`src/rtl/core/apsm_pkg.sv`:
```
// Shared constants, types and field layout for the affine phase-space map.
package apsm_pkg;

    localparam int COORD_W    = 32;
    localparam int COEF_W     = 32;
    localparam int COEF_FRAC  = COEF_W - 10;
    localparam int NUM_ROWS   = 6;
    localparam int NUM_COLS   = NUM_ROWS + 1;
    localparam int TABLE_SIZE = NUM_ROWS * NUM_COLS;
    localparam int IDX_W      = $clog2(TABLE_SIZE);

    // Accumulation widths: products, pair sums, quad sums, full sum.
    localparam int PROD_W = COORD_W + COEF_W;
    localparam int SUM2_W = PROD_W + 1;
    localparam int SUM3_W = PROD_W + 2;
    localparam int SUM4_W = PROD_W + 3;
    localparam int SHR_W  = SUM4_W - COEF_FRAC;
    localparam int RES_W  = SHR_W + 1;

    // Number of registered stages from acceptance to the output register inclusive.
    localparam int PIPE_DEPTH = 6;

    localparam logic signed [SUM3_W-1:0] ROUND_HALF = SUM3_W'(1) << (COEF_FRAC - 1);

    // Stream layout.
    localparam int IN_BITS    = IDX_W + COEF_W + NUM_ROWS * COORD_W + 1;
    localparam int IN_TDATA_W = ((IN_BITS + 7) / 8) * 8;
    localparam int OUT_BITS   = NUM_ROWS * COORD_W + 2;
    localparam int OUT_TDATA_W = ((OUT_BITS + 7) / 8) * 8;
    localparam int IN_VAL_LSB   = IDX_W;
    localparam int IN_COORD_LSB = IDX_W + COEF_W;
    localparam int IN_LOST_BIT  = IN_COORD_LSB + NUM_ROWS * COORD_W;
    localparam int OUT_LOST_BIT = NUM_ROWS * COORD_W;
    localparam int OUT_SAT_BIT  = OUT_LOST_BIT + 1;

    localparam logic CMD_LOAD     = 1'b0;
    localparam logic CMD_PARTICLE = 1'b1;

    typedef logic signed [COORD_W-1:0] coord_t;
    typedef logic signed [COEF_W-1:0]  coef_t;
    typedef coord_t [NUM_ROWS-1:0]     coord_vec_t;

    typedef struct packed {
        coord_t value;
        logic   clip;
    } lane_res_t;

    typedef lane_res_t [NUM_ROWS-1:0] lane_res_vec_t;

    // Load enables of each pipeline register rank.
    typedef struct packed {
        logic s1;
        logic s2;
        logic s3;
        logic s4;
        logic s5;
        logic so;
    } pipe_en_t;

endpackage

```
`src/rtl/core/apsm_ctrl.sv`:
```
// Valid tracking and per-stage load enables for the elastic pipeline.
module apsm_ctrl (
    input  logic              clk,
    input  logic              rst_n,
    input  logic              part_acc,
    input  logic              m_tready,
    output logic              s_tready,
    output logic              m_tvalid,
    output apsm_pkg::pipe_en_t en
);

    logic [apsm_pkg::PIPE_DEPTH-1:0] vld_reg;
    logic [apsm_pkg::PIPE_DEPTH-1:0] vld_next;
    logic [apsm_pkg::PIPE_DEPTH-1:0] en_vec;

    // A rank loads when it is empty or when the rank after it loads, so
    // bubbles collapse and the input keeps flowing behind a stalled result.
    always_comb
    begin
        en_vec[apsm_pkg::PIPE_DEPTH-1] = !vld_reg[apsm_pkg::PIPE_DEPTH-1] || m_tready;
        for (int i = apsm_pkg::PIPE_DEPTH - 2; i >= 0; i--)
        begin
            en_vec[i] = !vld_reg[i] || en_vec[i+1];
        end
    end

    always_comb
    begin
        vld_next[0] = en_vec[0] ? part_acc : vld_reg[0];
        for (int i = 1; i < apsm_pkg::PIPE_DEPTH; i++)
        begin
            vld_next[i] = en_vec[i] ? vld_reg[i-1] : vld_reg[i];
        end
    end

    always_ff @(posedge clk or negedge rst_n)
    begin
        if (!rst_n)
        begin
            vld_reg <= '0;
        end
        else
        begin
            vld_reg <= vld_next;
        end
    end

    always_comb
    begin
        en.s1 = en_vec[0];
        en.s2 = en_vec[1];
        en.s3 = en_vec[2];
        en.s4 = en_vec[3];
        en.s5 = en_vec[4];
        en.so = en_vec[5];
    end

    assign s_tready = en_vec[0];
    assign m_tvalid = vld_reg[apsm_pkg::PIPE_DEPTH-1];

    a_ready_when_empty: assert property (@(posedge clk) disable iff (!rst_n)
        !m_tvalid |-> s_tready)
        else $error("input stalled with an empty output register");

    a_valid_moves: assert property (@(posedge clk) disable iff (!rst_n)
        vld_reg[0] && en_vec[1] |=> vld_reg[1])
        else $error("transaction dropped between first and second rank");

    a_valid_holds: assert property (@(posedge clk) disable iff (!rst_n)
        (vld_reg & ~en_vec) != '0 |=> (($past(vld_reg & ~en_vec) & ~vld_reg) == '0))
        else $error("stalled rank lost its transaction");

endmodule

```
`config.mk`:
```
export PLATFORM = sky130hd
export DESIGN_NAME = apsm_ctrl
export DESIGN_NICKNAME = d
export VERILOG_FILES = /design/src/rtl/core/apsm_pkg.sv /design/src/rtl/core/apsm_ctrl.sv
export SDC_FILE = /design/constraint.sdc
export NUM_CORES = 1
export LEC_CHECK = 0
export ABC_AREA = 1
export ABC_CLOCK_PERIOD_IN_PS = 800
export BUFFER_PORTS_ARGS = -buffer_cell sky130_fd_sc_hd__buf_2
export CAP_MARGIN = 5
export CORE_AREA = 2 2 39 41
export CTS_CLUSTER_SIZE = 16
export DETAILED_ROUTE_END_ITERATION = 10
export DIE_AREA = 0 0 41 43
export GPL_TIMING_DRIVEN = 0
export PLACE_DENSITY = 0.43
export SYNTH_ARGS = -nofsm -noshare
export SYNTH_HDL_FRONTEND = slang
export SYNTH_SLANG_ARGS = --single-unit
export TNS_END_PERCENT = 30
```
`constraint.sdc`:
```
create_clock -name clk -period 0.8 [get_ports clk]
set_input_delay 0.04 -clock clk [delete_from_list [all_inputs] [get_ports clk]]
set_output_delay 0.04 -clock clk [all_outputs]
set_load 0.1 [all_outputs]
```
Word level (Yosys, flattened, before mapping)
Cells that the tools add are included.
{ "totals": {"word_cells": 18, "in_bits": 4, "regBits": 6} }
{ "classes": {"n_reduce_logical": 12} }
{ "ops": {"columns": ["cell", "n"], "rows": [
  ["zero test 1 bit", 6],
  ["logical OR 1 bit", 6]
]} }

Logic depth before layout (Yosys ltp)
{ "logic_depth": {"ltp_word": 7, "depth_mapped": 5, "mapped_depth_nobuf": 5} }

Least setup slack after synthesis
No wires, ideal clock.
{ "synth_path": {"kind": "register to output", "start": "register vld_reg[5] in the netlist's numbering", "end": "output en[5] in the netlist's numbering", "path_slack_ns": -1.771, "path_stages_with_launch": 5, "arrival_ns": 2.531, "cell_sequence": "dfrtp_1 -> nand3_4 -> nor2_8 -> nand4_4 -> buf_4"} }
{ "synth_rtl": {"columns": ["element", "line_no", "rtl"], "rows": [
  ["from (decl)", "apsm_ctrl.sv:12", "logic [apsm_pkg::PIPE_DEPTH-1:0] vld_reg;"],
  ["from (signal assigned)", "apsm_ctrl.sv:44", "vld_reg <= vld_next;"],
  ["to (decl)", "apsm_ctrl.sv:9", "output apsm_pkg::pipe_en_t en"]
]} }

==> out/qor.yml <==
clocking:
  clock_latency_ns: 0.24
  cts_tree: "built"
  cts_sinks: 6
  cts_buffers: 3
  path_clk_slew_ns: 0.05
  cts_max_level: 1
  cts_root_buffer: "clkbuf_4"
  clockBufferDepth: 2
global_route:
  grtUsageMet2_pct: 9.688
  grt_util_all_layers_pct: 7.895
  grt_start_max_net_pins: 7
  grt-ovfl-total: 0
  grt_antenna_before_repair: 0
  met1_usage_pct: 9.241
  grt-busiest-layer: "met2"
  grt_pass1_vias: 219
  use_met3_pct: 3.665
  grt_pass1_wl_um: 883
place:
  pre_cts_ws_ns: -0.4610
  dp.cells: 53
  detailed_place_hpwl_um: 413.5
  gp_routability_congestion: 0.5984
  io_buffers: 11
finish:
  final_cells: 61
  final_cell_mix: "buf_2 (5), dfrtp_1 (5), nand2_2 (4), inv_1 (4)"
  fin_nets: 50
  largest_register_ffs: 6
  antennaDiodeCount: 0
  syn_to_final_growth_pct: 76.92
  drive_gt1_share_pct: 64.44
logic_synthesis:
  synth.avg_cell_area_um2: 11.26
  synth_fp_nets: 30
  netlist-cell-type-count: 11
  seq_area_frac_synth_pct: 51.28
  synthCells: 26
  synth-seq-cells: 6
  ys.warnings.count: 0
  synthesis.area_um2: 292.8
timing:
  grt_setup_unrepaired: "yes"
  worstMarginPinSlew_ns: 0.4817
  setup-violations-final: 12
  fin_crit_sh_pct: 170.6
  slew_viol_final: 0
  max_freq_ghz: 0.7328
  fin_crit_ns: 1.365
  setup_slack_ns: -0.5646
  skew_ns: 0.0004627
  relSlewSlack_pct: 68.11
  hold_viol_final: 0
route:
  post_drt_wl_per_cell_um: 8.459
  firstDrtPassIters: 1
  drtIter0Drc: 0
  drc: 0
  vias: 222
  wirelength_um: 516
  ant_nets: 0
  avgViaCountPerCell: 3.639
pwr:
  p_leak_nw: 0.2518
  powerDensity_nw_per_um2: 2803
  vdd_drop_max_mv: 1.043
worst_setup_path:
  timing_worst_setup_path_type: "flop to output port"
  cp-end-kind: "output port"
  critPathLaunchType: "flop"
  arrival_ns: 1.32
  crit_fanout: 4
  critPathRequiredTime_ns: 0.76
run_status:
  violations: "setup timing"
  status: "complete, but fails checks"
floorplanning:
  coreArea_um2: 1384
  die_y_um: 43
  dieArea_um2: 1763
  die_w_um: 41
  start_util_pct: 21.16
  rows: 14
  pin_count: 12
worst_hold_path:
  hold_path_class: "input port to flop"
run:
  max-cap-violations: 0
## worst paths after layout
| check | start | to | slack, ns | cells after the start |
|---|---|---|---|---|
| max | vld_reg[5]$_DFFE_PN0P_ | en[5] | -0.56 | 5 |
| min | m_tready | vld_reg[4]$_DFFE_PN0P_ | 0.12 | 4 |
| max reg2reg | vld_reg[5]$_DFFE_PN0P_ | vld_reg[2]$_DFFE_PN0P_ | -0.22 | 5 |
| min reg2reg | vld_reg[3]$_DFFE_PN0P_ | vld_reg[4]$_DFFE_PN0P_ | 0.49 | 2 |
| max in group asynchronous | rst_n | vld_reg[5]$_DFFE_PN0P_ | 0.49 | 2 |
| min in group asynchronous | rst_n | vld_reg[3]$_DFFE_PN0P_ | 0.14 | 2 |
## per-layer routing
metal	up-vias	part of all wire [%]
met3	0	8.5
met1	98	42
li1	114	-
met2	10	49
met5	-	0
met4	0	0
## what timing repair did
action                                  4_1_cts  5_1_grt
resized for setup                            19        2
buffers inserted                              1        1
endpoints found under the setup margin       12       13
hold buffers                                  2        0
gates cloned                                  0        0
hold endpoints to repair                      7        0
pin swaps                                     0        1
## through the flow
step	util (%)	hold slack [ns]	power [mW]	instance area (µm²)	setup TNS (ns)
5_1_grt	37.43	0.1286	1.526	518.0	-5.216
3_5_place_dp	27.40	-0.1231	0.9888	379.1	-2.893
6_report	37.43	0.1180	1.452	518.0	-4.520
2_1_floorplan	-	-0.2556	0.9102	304.0	-10.58
4_1_cts	36.44	0.1130	1.453	504.2	-4.365
3_3_place_gp	27.40	-0.1313	0.9812	379.1	-2.763
## power by group
| group | total, mW | switching [mW] | internal, mW |
|---|---|---|---|
| logic | 0.743 | 0.510 | 0.233 |
| registers | 0.398 | 0.0514 | 0.347 |
| clock network | 0.311 | 0.121 | 0.190 |
| total | 1.45 | 0.682 | 0.769 |
## cells in the mapped netlist
master | count | area share [%]
nand4_4 | 1 | 7.3
nand3_2 | 1 | 3.4
nand2_1 | 4 | 5.1
nand2_2 | 3 | 6.4
or2_1 | 1 | 2.1
inv_2 | 3 | 3.8
nor2_8 | 1 | 6.8
buf_4 | 1 | 2.6
dfrtp_1 | 6 | 51
inv_1 | 4 | 5.1
nand3_4 | 1 | 6.0
## cell type report
cell class / instances / area (µm²)
Multi-Input combinational cell: 12 / 118.9
Clock buffer: 4 / 26.28
Inverter: 7 / 26.28
Tap cell: 16 / 20.02
Timing Repair Buffer: 15 / 157.7
Fill cell: 136 / 865.8
Buffer: 1 / 15.01
Sequential cell: 6 / 153.9
## kinds of logic after synthesis
family	share of synthesized area (%)
buf+inv	11.54
flops	51.28
simple gates	37.18
## worst max-delay path, cell delays in order (launching register included)
cell     delay (ns)
dfrtp_4        0.42
nand3_4        0.10
nor2_8         0.15
nand4_4        0.11
buf_8          0.15
buf_12         0.15
(Power assumes the default switching activity.)
