## config.mk

```make
export PLATFORM = sky130hd
export DESIGN_NAME = apsm_merge
export DESIGN_NICKNAME = d
export VERILOG_FILES = /design/src/rtl/core/apsm_pkg.sv /design/src/rtl/core/apsm_merge.sv
export SDC_FILE = /design/constraint.sdc
export NUM_CORES = 1
export LEC_CHECK = 0
export BUFFER_PORTS_ARGS = -buffer_cell sky130_fd_sc_hd__buf_2
export CAP_MARGIN = 20
export CORE_ASPECT_RATIO = 0.6
export CORE_MARGIN = 1.5
export CORE_UTILIZATION = 30
export CTS_CLUSTER_SIZE = 25
export DETAILED_ROUTE_END_ITERATION = 6
export GPL_TIMING_DRIVEN = 0
export PLACE_DENSITY = 0.53
export SLEW_MARGIN = 30
export SYNTH_ARGS = -nofsm -noshare
export SYNTH_HDL_FRONTEND = slang
export SYNTH_SLANG_ARGS = --single-unit
```

## constraint.sdc

```tcl
create_clock -name clk -period 3.3 [get_ports clk]
set_clock_uncertainty 0.05 [all_clocks]
set_input_delay 0.165 -clock clk [delete_from_list [all_inputs] [get_ports clk]]
set_output_delay 0.165 -clock clk [all_outputs]
set_load 0.05 [all_outputs]
```

## src/rtl/core/apsm_pkg.sv

```systemverilog
// Shared constants, types and field layout for the affine phase-space map.
package apsm_pkg;

    localparam int COORD_W    = 32;
    localparam int COEF_W     = 32;
    localparam int COEF_FRAC  = COEF_W - 10;
    localparam int NUM_ROWS   = 6;
    localparam int NUM_COLS   = NUM_ROWS + 1;
    localparam int TABLE_SIZE = NUM_ROWS * NUM_COLS;
    localparam int IDX_W      = $clog2(TABLE_SIZE);

    // Accumulation widths: products, pair sums, quad sums, full sum.
    localparam int PROD_W = COORD_W + COEF_W;
    localparam int SUM2_W = PROD_W + 1;
    localparam int SUM3_W = PROD_W + 2;
    localparam int SUM4_W = PROD_W + 3;
    localparam int SHR_W  = SUM4_W - COEF_FRAC;
    localparam int RES_W  = SHR_W + 1;

    // Number of registered stages from acceptance to the output register inclusive.
    localparam int PIPE_DEPTH = 6;

    localparam logic signed [SUM3_W-1:0] ROUND_HALF = SUM3_W'(1) << (COEF_FRAC - 1);

    // Stream layout.
    localparam int IN_BITS    = IDX_W + COEF_W + NUM_ROWS * COORD_W + 1;
    localparam int IN_TDATA_W = ((IN_BITS + 7) / 8) * 8;
    localparam int OUT_BITS   = NUM_ROWS * COORD_W + 2;
    localparam int OUT_TDATA_W = ((OUT_BITS + 7) / 8) * 8;
    localparam int IN_VAL_LSB   = IDX_W;
    localparam int IN_COORD_LSB = IDX_W + COEF_W;
    localparam int IN_LOST_BIT  = IN_COORD_LSB + NUM_ROWS * COORD_W;
    localparam int OUT_LOST_BIT = NUM_ROWS * COORD_W;
    localparam int OUT_SAT_BIT  = OUT_LOST_BIT + 1;

    localparam logic CMD_LOAD     = 1'b0;
    localparam logic CMD_PARTICLE = 1'b1;

    typedef logic signed [COORD_W-1:0] coord_t;
    typedef logic signed [COEF_W-1:0]  coef_t;
    typedef coord_t [NUM_ROWS-1:0]     coord_vec_t;

    typedef struct packed {
        coord_t value;
        logic   clip;
    } lane_res_t;

    typedef lane_res_t [NUM_ROWS-1:0] lane_res_vec_t;

    // Load enables of each pipeline register rank.
    typedef struct packed {
        logic s1;
        logic s2;
        logic s3;
        logic s4;
        logic s5;
        logic so;
    } pipe_en_t;

endpackage

```

## src/rtl/core/apsm_merge.sv

```systemverilog
// Pass-through delay line for lost particles and the output register that combines the lanes.
module apsm_merge (
    input  logic                   clk,
    input  apsm_pkg::pipe_en_t     en,
    input  apsm_pkg::coord_vec_t   vin,
    input  logic                   lost_in,
    input  apsm_pkg::lane_res_vec_t lane_res,
    output apsm_pkg::coord_vec_t   vout,
    output logic                   lost_out,
    output logic                   saturated
);

    apsm_pkg::coord_vec_t dly_reg [apsm_pkg::PIPE_DEPTH-1];
    logic                 lost_reg [apsm_pkg::PIPE_DEPTH-1];
    logic [apsm_pkg::PIPE_DEPTH-2:0] en_dly;
    apsm_pkg::coord_vec_t out_coord_reg;
    logic                 out_lost_reg;
    logic                 out_sat_reg;
    apsm_pkg::coord_vec_t lane_vals;
    logic                 any_clip;

    assign en_dly = {en.s5, en.s4, en.s3, en.s2, en.s1};

    always_ff @(posedge clk)
    begin
        if (en_dly[0])
        begin
            dly_reg[0]  <= vin;
            lost_reg[0] <= lost_in;
        end
        for (int i = 1; i < apsm_pkg::PIPE_DEPTH - 1; i++)
        begin
            if (en_dly[i])
            begin
                dly_reg[i]  <= dly_reg[i-1];
                lost_reg[i] <= lost_reg[i-1];
            end
        end
    end

    always_comb
    begin
        any_clip = 1'b0;
        for (int r = 0; r < apsm_pkg::NUM_ROWS; r++)
        begin
            lane_vals[r] = lane_res[r].value;
            any_clip     = any_clip | lane_res[r].clip;
        end
    end

    // A lost particle leaves with its input coordinates and no clip flag.
    always_ff @(posedge clk)
    begin
        if (en.so)
        begin
            if (lost_reg[apsm_pkg::PIPE_DEPTH-2])
            begin
                out_coord_reg <= dly_reg[apsm_pkg::PIPE_DEPTH-2];
                out_lost_reg  <= 1'b1;
                out_sat_reg   <= 1'b0;
            end
            else
            begin
                out_coord_reg <= lane_vals;
                out_lost_reg  <= 1'b0;
                out_sat_reg   <= any_clip;
            end
        end
    end

    assign vout      = out_coord_reg;
    assign lost_out  = out_lost_reg;
    assign saturated = out_sat_reg;

endmodule

```

## Word level (Yosys, flattened, before mapping)

Memory sizes are Yosys's and may differ from the RTL's.
Index checks and enable logic that the tools add are counted.

| word-level totals | value |
|---|---|
| logic and storage cells | 27 |
| input bits | 398 |
| memories | 2 |
| flip-flop bits (word level) | 194 |
| memory bits (writable) | 965 |

Memory list:

| memory | depth | bits a word | read ports | clocked after Yosys merged registers in | wr ports | RTL line | source |
|---|---|---|---|---|---|---|---|
| dly_reg | 5 | 192 | 5 | 0 | 5 | apsm_merge.sv:13 | `apsm_pkg::coord_vec_t dly_reg [apsm_pkg::PIPE_DEPTH-1];` |
| lost_reg | 5 | 1 | 5 | 0 | 5 | apsm_merge.sv:14 | `logic lost_reg [apsm_pkg::PIPE_DEPTH-1];` |

| operators by class | value |
|---|---|
| bitwise logic cells | 5 |
| multiplexer cells | 12 |

Operator list:

| operator | number |
|---|---|
| 192-bit 2-to-1 mux | 1 |
| 1-bit 2-to-1 mux | 11 |
| 1-bit OR | 5 |

## Logic depth before layout (Yosys ltp)

Gate-level depths: netlist of run 1.

| logic depth | value |
|---|---|
| depth in word-level cells | 5 |
| gate-level depth with buffers | 3 |
| gate-level depth less buffers | 2 |

## Worst setup path before layout of run 1

No wires, ideal clock.

| path | value |
|---|---|
| path type | register to register |
| from | memory lost_reg[4][0], in the netlist lost_reg[0][4] |
| to | register out_coord_reg, in the netlist vout[100] (data pin) |
| setup time | 0.260 ns |
| clock period less this slack | 1.351 ns |
| slack | 1.949 ns |
| stages on the path, launching flop included | 4 |
| arrival | 1.041 ns |
| path through | edfxtp_1 > buf_4 > buf_6 > mux2_2 |

RTL lines:

| item | RTL line | source |
|---|---|---|
| start, declared | apsm_merge.sv:14 |  |
| end signal, assigned | apsm_merge.sv:58 | `out_coord_reg <= dly_reg[apsm_pkg::PIPE_DEPTH-2];` |
| end signal, assigned | apsm_merge.sv:64 | `out_coord_reg <= lane_vals;` |
| end, declared | apsm_merge.sv:16 | `apsm_pkg::coord_vec_t out_coord_reg;` |

==> results.toml, run 1 <==
[clock_tree]
cts_sinks = 1159
clk_latency_ns = 0.68
h-tree-depth = 3
clock_path_buffers = 3
path_clk_slew_ns = 0.07
cts_inserted_buffers = 108
tritoncts = "yes"
root_buffer = "clkbuf_16"

[routing]
drt_first_iter_violations = 984
dr_total_vias = 17099
routed_via_density = 4.07
drc = 0
drtAntennaViolNets = 0
dr.pass1.iters = 7
drt-total-wl_microns = 77500
post_drt_wl_per_cell_microns = 18.4

[global_route]
grt-busiest-layer = "met2"
grt_overflow_total = 0
grt_pass1_wl_microns = 112000
grt_use_met2 = 0.206
grt_util_met1 = 0.148
grt_usage = 0.120
use_met3 = 0.0291
antenna_found_initial = 26
grt_max_degree = 85
grt_pass1_vias = 18079

[floorplanning]
die_x_microns = 458
core_area_sq_um = 122000
fp-row-count = 99
die_area_sq_um = 126000
ioPinCount = 592
die_height_microns = 276
initial_core_util = 0.304

[placement]
hpwlAfterDp_microns = 48100
portBuffers = 591
gp_congestion = 0.786

[yosys]
synthAdderAreaFrac = 0
synth_cells = 1375
synth_simple_gate_area_share = 0.000269
ys_ff_latch = 1159
yosys.area_share.xor_xnor = 0
ys_warn_count = 0
synth_top_family_by_area = "multiplexers"
syn_avg_cell_area_sq_um = 27.1
synthDistinctLibCells = 8
synth_mux_area_frac = 0.0581
ys_seq_area_frac = 0.936
syn-cell-area_sq_um = 37200
synth_compound_area_frac = 0.000135
syn_nets = 1773

[timing]
setup-tns-final_ns = 0
grt_setup_unrepaired = "false"
fin_crit_ns = 2.00
relSlewSlack = 0.586
tightest_slew_ns = 0.622
fmax_mhz = 500
min_period_over_period = 0.606
drv_slew = 0
hold_viol_final = 0
finalSetupViolCount = 0

[power_and_ir_drop]
p_leak_nw = 18.1
p_total_w = 0.0322
pwr-share-clk = 0.389
combPwrFrac = 0.064
p_sw_frac = 0.216
ir_drop_mv = 0.398
power_frac_seq = 0.547
switching_power_w = 0.00694
p_per_area_nw_per_um2 = 641
p_int_w = 0.0252

[run]
maxCapViolCount = 0

[run_status]
status = "finished, final reports clean"

[final_layout]
largest_register_ffs = 960
seq_area_sq_um = 34800
nNetsFinal = 2881
fillers = 10737
syn2layout_area_growth_pct = 34.8
layout-drive-gt1-share = 0.383
multiInputGateArea_sq_um = 2180

[critical_path]
end_kind = "register"
path_class = "register to register"
cp_data_required_time_ns = 3.67
start_kind = "register"
arrival_ns = 2.37
cp_max_fo = 10

[min_path]
hp-class = "primary input to register"
==> stage by stage <==
step	util	hold slack, ns	instance area, sq um	cells	setup slack (ns)
CTS	0.410	0.0445	50100	4190	1.24
global route	0.410	0.0776	50200	4200	1.19
global placement	0.345	0.292	42200	3582	-1.33
detailed placement	0.348	0.293	42600	3595	1.33
floorplan	-	0.214	37200	1375	1.95
finish	0.410	0.134	50200	4203	1.30
==> kinds of logic after synthesis <==
logic type	Yosys count
flip-flops	1159
multiplexers	192
buffers and inverters	21
AND/OR/NAND/NOR	2
AO/OA/AOI/OAI	1
==> critical path: stages (launching register included) <==
cell,delay (ns)
edfxtp_1,0.43
buf_4,0.39
buf_6,0.22
a21oi_1,0.05
dlygate4sd3_1,0.55
==> worst paths after layout <==
path | end | slack, ns | start | depth (start not counted)
worst max-delay path | saturated | 1.30 | lost_reg[0][4] | 4
worst min-delay path | dly_reg[0][86] | 0.13 | vin[86] | 2
worst max register to register | saturated | 1.30 | lost_reg[0][4] | 4
worst min register to register | dly_reg[0][624] | 0.35 | dly_reg[0][432] | 0
==> power groups by stage <==
stage,logic [W],registers [W],clock network (W)
final,0.00206,0.0176,0.0125
after global routing,0.00219,0.0177,0.0136
after CTS,0.00210,0.0176,0.0130
after detailed placement,0.00170,0.0179,0
after global placement,0.00161,0.0180,0
after floorplan,0.000256,0.0184,0
==> what timing repair did <==
item                      CTS  global route
hold endpoints to repair  711             0
hold buffers              394             0
setup buffers               0             0
gates resized for setup     0             0
==> metal layers <==
| metal | share of wire | vias to the layer above |
|---|---|---|
| met5 | 0.0012 | - |
| li1 | - | 7846 |
| met3 | 0.048 | 173 |
| met2 | 0.51 | 465 |
| met4 | 0.029 | 14 |
| met1 | 0.41 | 8601 |
==> cell usage after synthesis <==
| library cell | n | area share |
|---|---|---|
| nor2_1 | 1 | 0.00010 |
| edfxtp_1 | 1159 | 0.94 |
| buf_6 | 17 | 0.0051 |
| a21oi_1 | 1 | 0.00013 |
| buf_4 | 2 | 0.00040 |
| nor4_1 | 1 | 0.00017 |
| mux2_2 | 192 | 0.058 |
| buf_2 | 2 | 0.00027 |
==> layout make-up <==
type | instances | share of cell area
diodes | 13 | 0.000649
flip-flops and latches | 1159 | 0.694
multi-input cells | 195 | 0.0434
plain buffers | 21 | 0.00432
repair buffers | 998 | 0.146
clock inverters | 70 | 0.0138
well taps | 1616 | 0.0403
clock buffers | 131 | 0.0577
==> placed cells by master, fill, tap and decap left out <==
cell type      netlist  routed
clkinv_2             0      26
clkinv_16            0       1
diode_2              0      13
clkinv_8             0       2
buf_8                0       6
bufinv_16            0      10
buf_6               17      17
nor2_1               1       1
buf_16               0      13
clkinv_1             0      13
clkbuf_16            0     113
clkinvlp_4           0       6
clkinv_4             0       7
buf_4                2       2
mux2_2             192     192
clkbuf_1             0      18
nor4_1               1       1
edfxtp_1          1159    1159
buf_2                2     587
inv_6                0       5
a21oi_1              1       1
dlygate4sd3_1        0     394
Note: power is estimated with default switching activity, not from simulation.
==> inputs of run 2 (changes only) <==
--- a/config.mk
+++ b/config.mk
@@ -13,7 +13,7 @@
 export CTS_CLUSTER_SIZE = 25
 export DETAILED_ROUTE_END_ITERATION = 6
 export GPL_TIMING_DRIVEN = 0
-export PLACE_DENSITY = 0.53
+export PLACE_DENSITY = 0.54
 export SLEW_MARGIN = 30
 export SYNTH_ARGS = -nofsm -noshare
 export SYNTH_HDL_FRONTEND = slang
==> constraint.sdc (replaced) <==
create_clock -name clk -period 1.8 [get_ports clk]
set_clock_uncertainty 0.05 [all_clocks]
set_input_delay 0.09 -clock clk [delete_from_list [all_inputs] [get_ports clk]]
set_output_delay 0.09 -clock clk [all_outputs]
set_load 0.05 [all_outputs]
==> results.toml, run 2 (same netlist as run 1, synthesis figures left out) <==
[run_status]
status = "finished, final reports clean"

[final_layout]
syn2layout_area_growth_pct = 35.6
post-route-util = 0.412
seq_area_sq_um = 34800
fillers = 10660
largest_register_ffs = 960
nNetsFinal = 2934
layoutNonFillerInstCount = 4255
final_cell_mix = "edfxtp_1 (1159), buf_2 (587), dlygate4sd3_1 (448)"
layout_commonest_cell = "edfxtp_1"
layout-drive-gt1-share = 0.371
multiInputGateArea_sq_um = 2180

[power_and_ir_drop]
p_per_area_nw_per_um2 = 1140
p_leak_nw = 18.2
combPwrFrac = 0.067
p_sw_frac = 0.217
pwr-share-clk = 0.375
power_frac_seq = 0.559
ir_drop_mv = 0.686
switching_power_w = 0.0125
p_int_w = 0.0452

[routing]
drtAntennaViolNets = 0
drt-total-wl_microns = 76600
drc = 0
post_drt_wl_per_cell_microns = 18.0
routed_via_density = 4.08
dr.pass1.iters = 5
drt_first_iter_violations = 883
dr_total_vias = 17370

[floorplanning]
fp-row-count = 99
die_x_microns = 458
die_height_microns = 276
ioPinCount = 592
initial_core_util = 0.304
die_area_sq_um = 126000
core_area_sq_um = 122000

[global_route]
grt_max_degree = 86
antenna_found_initial = 30
grt_pass1_vias = 18805
grt_pass1_wl_microns = 112000
grt_overflow_total = 0
grt_usage = 0.119

[timing]
hold_viol_final = 0
finalSetupViolCount = 0
grt_setup_unrepaired = "false"
fin_ws_ns = 0.0983
drv_slew = 0
tightest_slew_ns = 0.604
min_period_over_period = 0.945
fmax_mhz = 588
relSlewSlack = 0.597
fin_crit_ns = 1.70

[clock_tree]
h-tree-depth = 3
clock_path_buffers = 3
clk_latency_ns = 0.69
tritoncts = "yes"
root_buffer = "clkbuf_16"
path_clk_slew_ns = 0.06
cts_sinks = 1159
cts_inserted_buffers = 107

[critical_path]
cp_data_required_time_ns = 2.17
cp_cell_sequence = "buf_4 -> buf_8 -> buf_6 -> mux2_2"
end_kind = "register"
critical-path-top-delay-family = "buffers and inverters"
cp_max_fo = 11
path_class = "register to register"
cpPeakStageDelay_ns = 0.35
start_kind = "register"
critPathSlowestCell = "mux2_2"
arrival_ns = 2.07
cp_num_buf_inv = 3

[placement]
hpwlAfterDp_microns = 48500
gp_congestion = 0.771
dp_cells = 3594
portBuffers = 591
place_ws_ns = -0.331

[min_path]
hp-class = "primary input to register"

[run]
maxCapViolCount = 0
run 2: cell types whose count changed in the layout (fill, tap and decap cells not counted), sizes merged:
cell         change
inv              +1
clkbuf           -6
diode            +3
dlygate4sd3     +54
clkinv           +6
clkinvlp         -1
bufinv           -5
run 2: metrics by stage:
stage	setup TNS (ns)	hold slack [ns]	total power [W]	cell area (sq um)
2_1_floorplan	0	0.139	0.0342	37200
3_3_place_gp	-2891.55	0.220	0.0359	42200
3_5_place_dp	-32.49	0.218	0.0359	42600
4_1_cts	0	0.0000952	0.0586	50400
5_1_grt	0	0.000517	0.0600	50400
6_report	0	0.0703	0.0577	50400
run 2: final timing paths:
check / to / cells after the start / start / slack [ns]
worst max register to register: vout[45] / 4 / lost_reg[0][4] / 0.1
worst min-delay path: dly_reg[0][70] / 2 / vin[70] / 0.07
worst max-delay path: vout[45] / 4 / lost_reg[0][4] / 0.1
worst min register to register: dly_reg[0][824] / 0 / dly_reg[0][632] / 0.36
run 2: cell type report:
| type | instances | share of cell area |
|---|---|---|
| clock buffer | 125 | 0.0553 |
| tap | 1616 | 0.0401 |
| sequential | 1159 | 0.690 |
| antenna | 16 | 0.000794 |
| multi-input combinational | 195 | 0.0432 |
| timing repair buffer | 1053 | 0.156 |
| clock inverter | 71 | 0.0106 |
| buffer | 20 | 0.00429 |
run 2: repair_timing:
item / in CTS / in global routing
hold endpoints to repair: 716 / 0
resized for setup: 1 / 2
buffers inserted: 2 / 0
setup endpoints to repair: 169 / 33
hold buffers: 448 / 0
run 2: power groups by stage:
stage	clock (W)	combinational, W	sequential (W)
6_report	0.0216	0.00385	0.0322
5_1_grt	0.0235	0.00410	0.0324
4_1_cts	0.0225	0.00392	0.0323
3_5_place_dp	0	0.00309	0.0329
3_3_place_gp	0	0.00292	0.0330
2_1_floorplan	0	0.000469	0.0337
run 2: layer usage:
layer	wire (microns)	GRT usage	vias up	share of wire
met5	49	0	-	0.00064
met4	2450	0.0457	10	0.032
met3	3730	0.0303	178	0.049
met2	39900	0.211	433	0.52
met1	30500	0.139	8800	0.40
li1	-	-	7949	-
run 2: worst reg2reg max path, cell delays in order, from the launching register on:
cell and delay [ns]:
edfxtp_1 0.34, buf_4 0.14, buf_8 0.27, buf_6 0.28
mux2_2 0.36
==> inputs of run 3 (changes only) <==
--- a/config.mk
+++ b/config.mk
@@ -13,6 +13,7 @@
 export CTS_CLUSTER_SIZE = 25
 export DETAILED_ROUTE_END_ITERATION = 6
 export GPL_TIMING_DRIVEN = 0
+export MAX_ROUTING_LAYER = met4
 export PLACE_DENSITY = 0.54
 export SLEW_MARGIN = 30
 export SYNTH_ARGS = -nofsm -noshare
==> results.toml, run 3 (same netlist as run 1, synthesis figures left out) <==
[routing]
drt_first_iter_violations = 887
drt-total-wl_microns = 76700
dr_total_vias = 17371
drc = 0
post_drt_wl_per_cell_microns = 18.0
drtAntennaViolNets = 0
routed_via_density = 4.08
dr.pass1.iters = 5

[timing]
whs_ns = 0.0789
drv_slew = 0
fin_crit_ns = 1.70
finalSetupViolCount = 0
grt_setup_unrepaired = "false"
relSlewSlack = 0.592
tightest_slew_ns = 0.612
setup-tns-final_ns = 0
min_period_over_period = 0.947
hold_viol_final = 0
fmax_mhz = 587

[final_layout]
fillers = 10658
layout-drive-gt1-share = 0.370
syn2layout_area_growth_pct = 35.6
largest_register_ffs = 960
layout_commonest_cell = "edfxtp_1"
nNetsFinal = 2935
layoutNonFillerInstCount = 4262
seq_area_sq_um = 34800
final_cell_mix = "edfxtp_1 (1159), buf_2 (587), dlygate4sd3_1 (449)"
multiInputGateArea_sq_um = 2180

[global_route]
grt_overflow_total = 0
grt_max_degree = 86
grt_usage = 0.123
grt_pass1_wl_microns = 112000
grt_pass1_vias = 18772
antenna_found_initial = 31

[floorplanning]
fp-row-count = 99
initial_core_util = 0.304
core_area_sq_um = 122000
die_x_microns = 458
die_area_sq_um = 126000
ioPinCount = 592
die_height_microns = 276

[clock_tree]
root_buffer = "clkbuf_16"
cts_sinks = 1159
path_clk_slew_ns = 0.06
clock_path_buffers = 3
tritoncts = "yes"
cts_inserted_buffers = 107
h-tree-depth = 3
clk_latency_ns = 0.69

[min_path]
hp-class = "primary input to register"

[placement]
dp_cells = 3594
gp_congestion = 0.782
portBuffers = 591
hpwlAfterDp_microns = 48500

[critical_path]
end_kind = "register"
cp_max_fo = 11
arrival_ns = 2.08
start_kind = "register"
cp_data_required_time_ns = 2.17
path_class = "register to register"

[run]
maxCapViolCount = 0

[power_and_ir_drop]
p_leak_nw = 18.2
p_per_area_nw_per_um2 = 1140
ir_drop_mv = 0.685

[run_status]
status = "finished, final reports clean"
run 3: changes by cell type in the layout (fill, tap and decap cells not counted):
cell	before	now
diode_2	16	22
dlygate4sd3_1	448	449
run 3: what timing repair did:
action,4_1_cts,5_1_grt
gates cloned,0,0
resized for setup,1,2
endpoints found under the hold margin,716,1
buffers inserted,2,0
endpoints found under the setup margin,169,33
hold buffers,448,1
run 3: metrics by stage:
step	utilization	power, W	instance area (sq um)	worst slack (ns)
floorplan	-	0.0342	37200	0.449
global placement	0.345	0.0359	42200	-2.64
detailed placement	0.348	0.0359	42600	-0.331
CTS	0.412	0.0586	50400	0.00221
global route	0.413	0.0600	50400	0.0155
finish	0.413	0.0577	50500	0.0958
run 3: where the power goes:
group / switching, W / total (W) / internal, W
logic: 0.00229 / 0.00386 / 0.00157
clock network: 0.00980 / 0.0216 / 0.0118
registers: 0.000460 / 0.0322 / 0.0318
run 3: worst paths after layout:
check | slack [ns] | to | start | cells after the start
max reg2reg | 0.1 | vout[45] | lost_reg[0][4] | 4
min reg2reg | 0.36 | dly_reg[0][824] | dly_reg[0][632] | 0
max | 0.1 | vout[45] | lost_reg[0][4] | 4
min | 0.08 | dly_reg[0][33] | vin[33] | 2
run 3: critical path, stage by stage (launching register included):
cell and delay, ns:
edfxtp_1 0.34, buf_4 0.14, buf_8 0.27, buf_6 0.24, mux2_2 0.35
run 3: area by class of cell:
type | count | area share
antenna | 22 | 0.00109
buffer | 20 | 0.00429
clock buffer | 125 | 0.0553
clock inverter | 71 | 0.0106
multi-input combinational | 195 | 0.0432
sequential | 1159 | 0.690
tap | 1616 | 0.0401
timing repair buffer | 1054 | 0.156
run 3: layer usage:
layer,wire (microns),up-vias,global-route usage
met5,0,-,-
met4,2390,0,0.0457
met3,3780,172,0.0293
met2,40000,439,0.211
met1,30600,8791,0.140
li1,-,7969,-
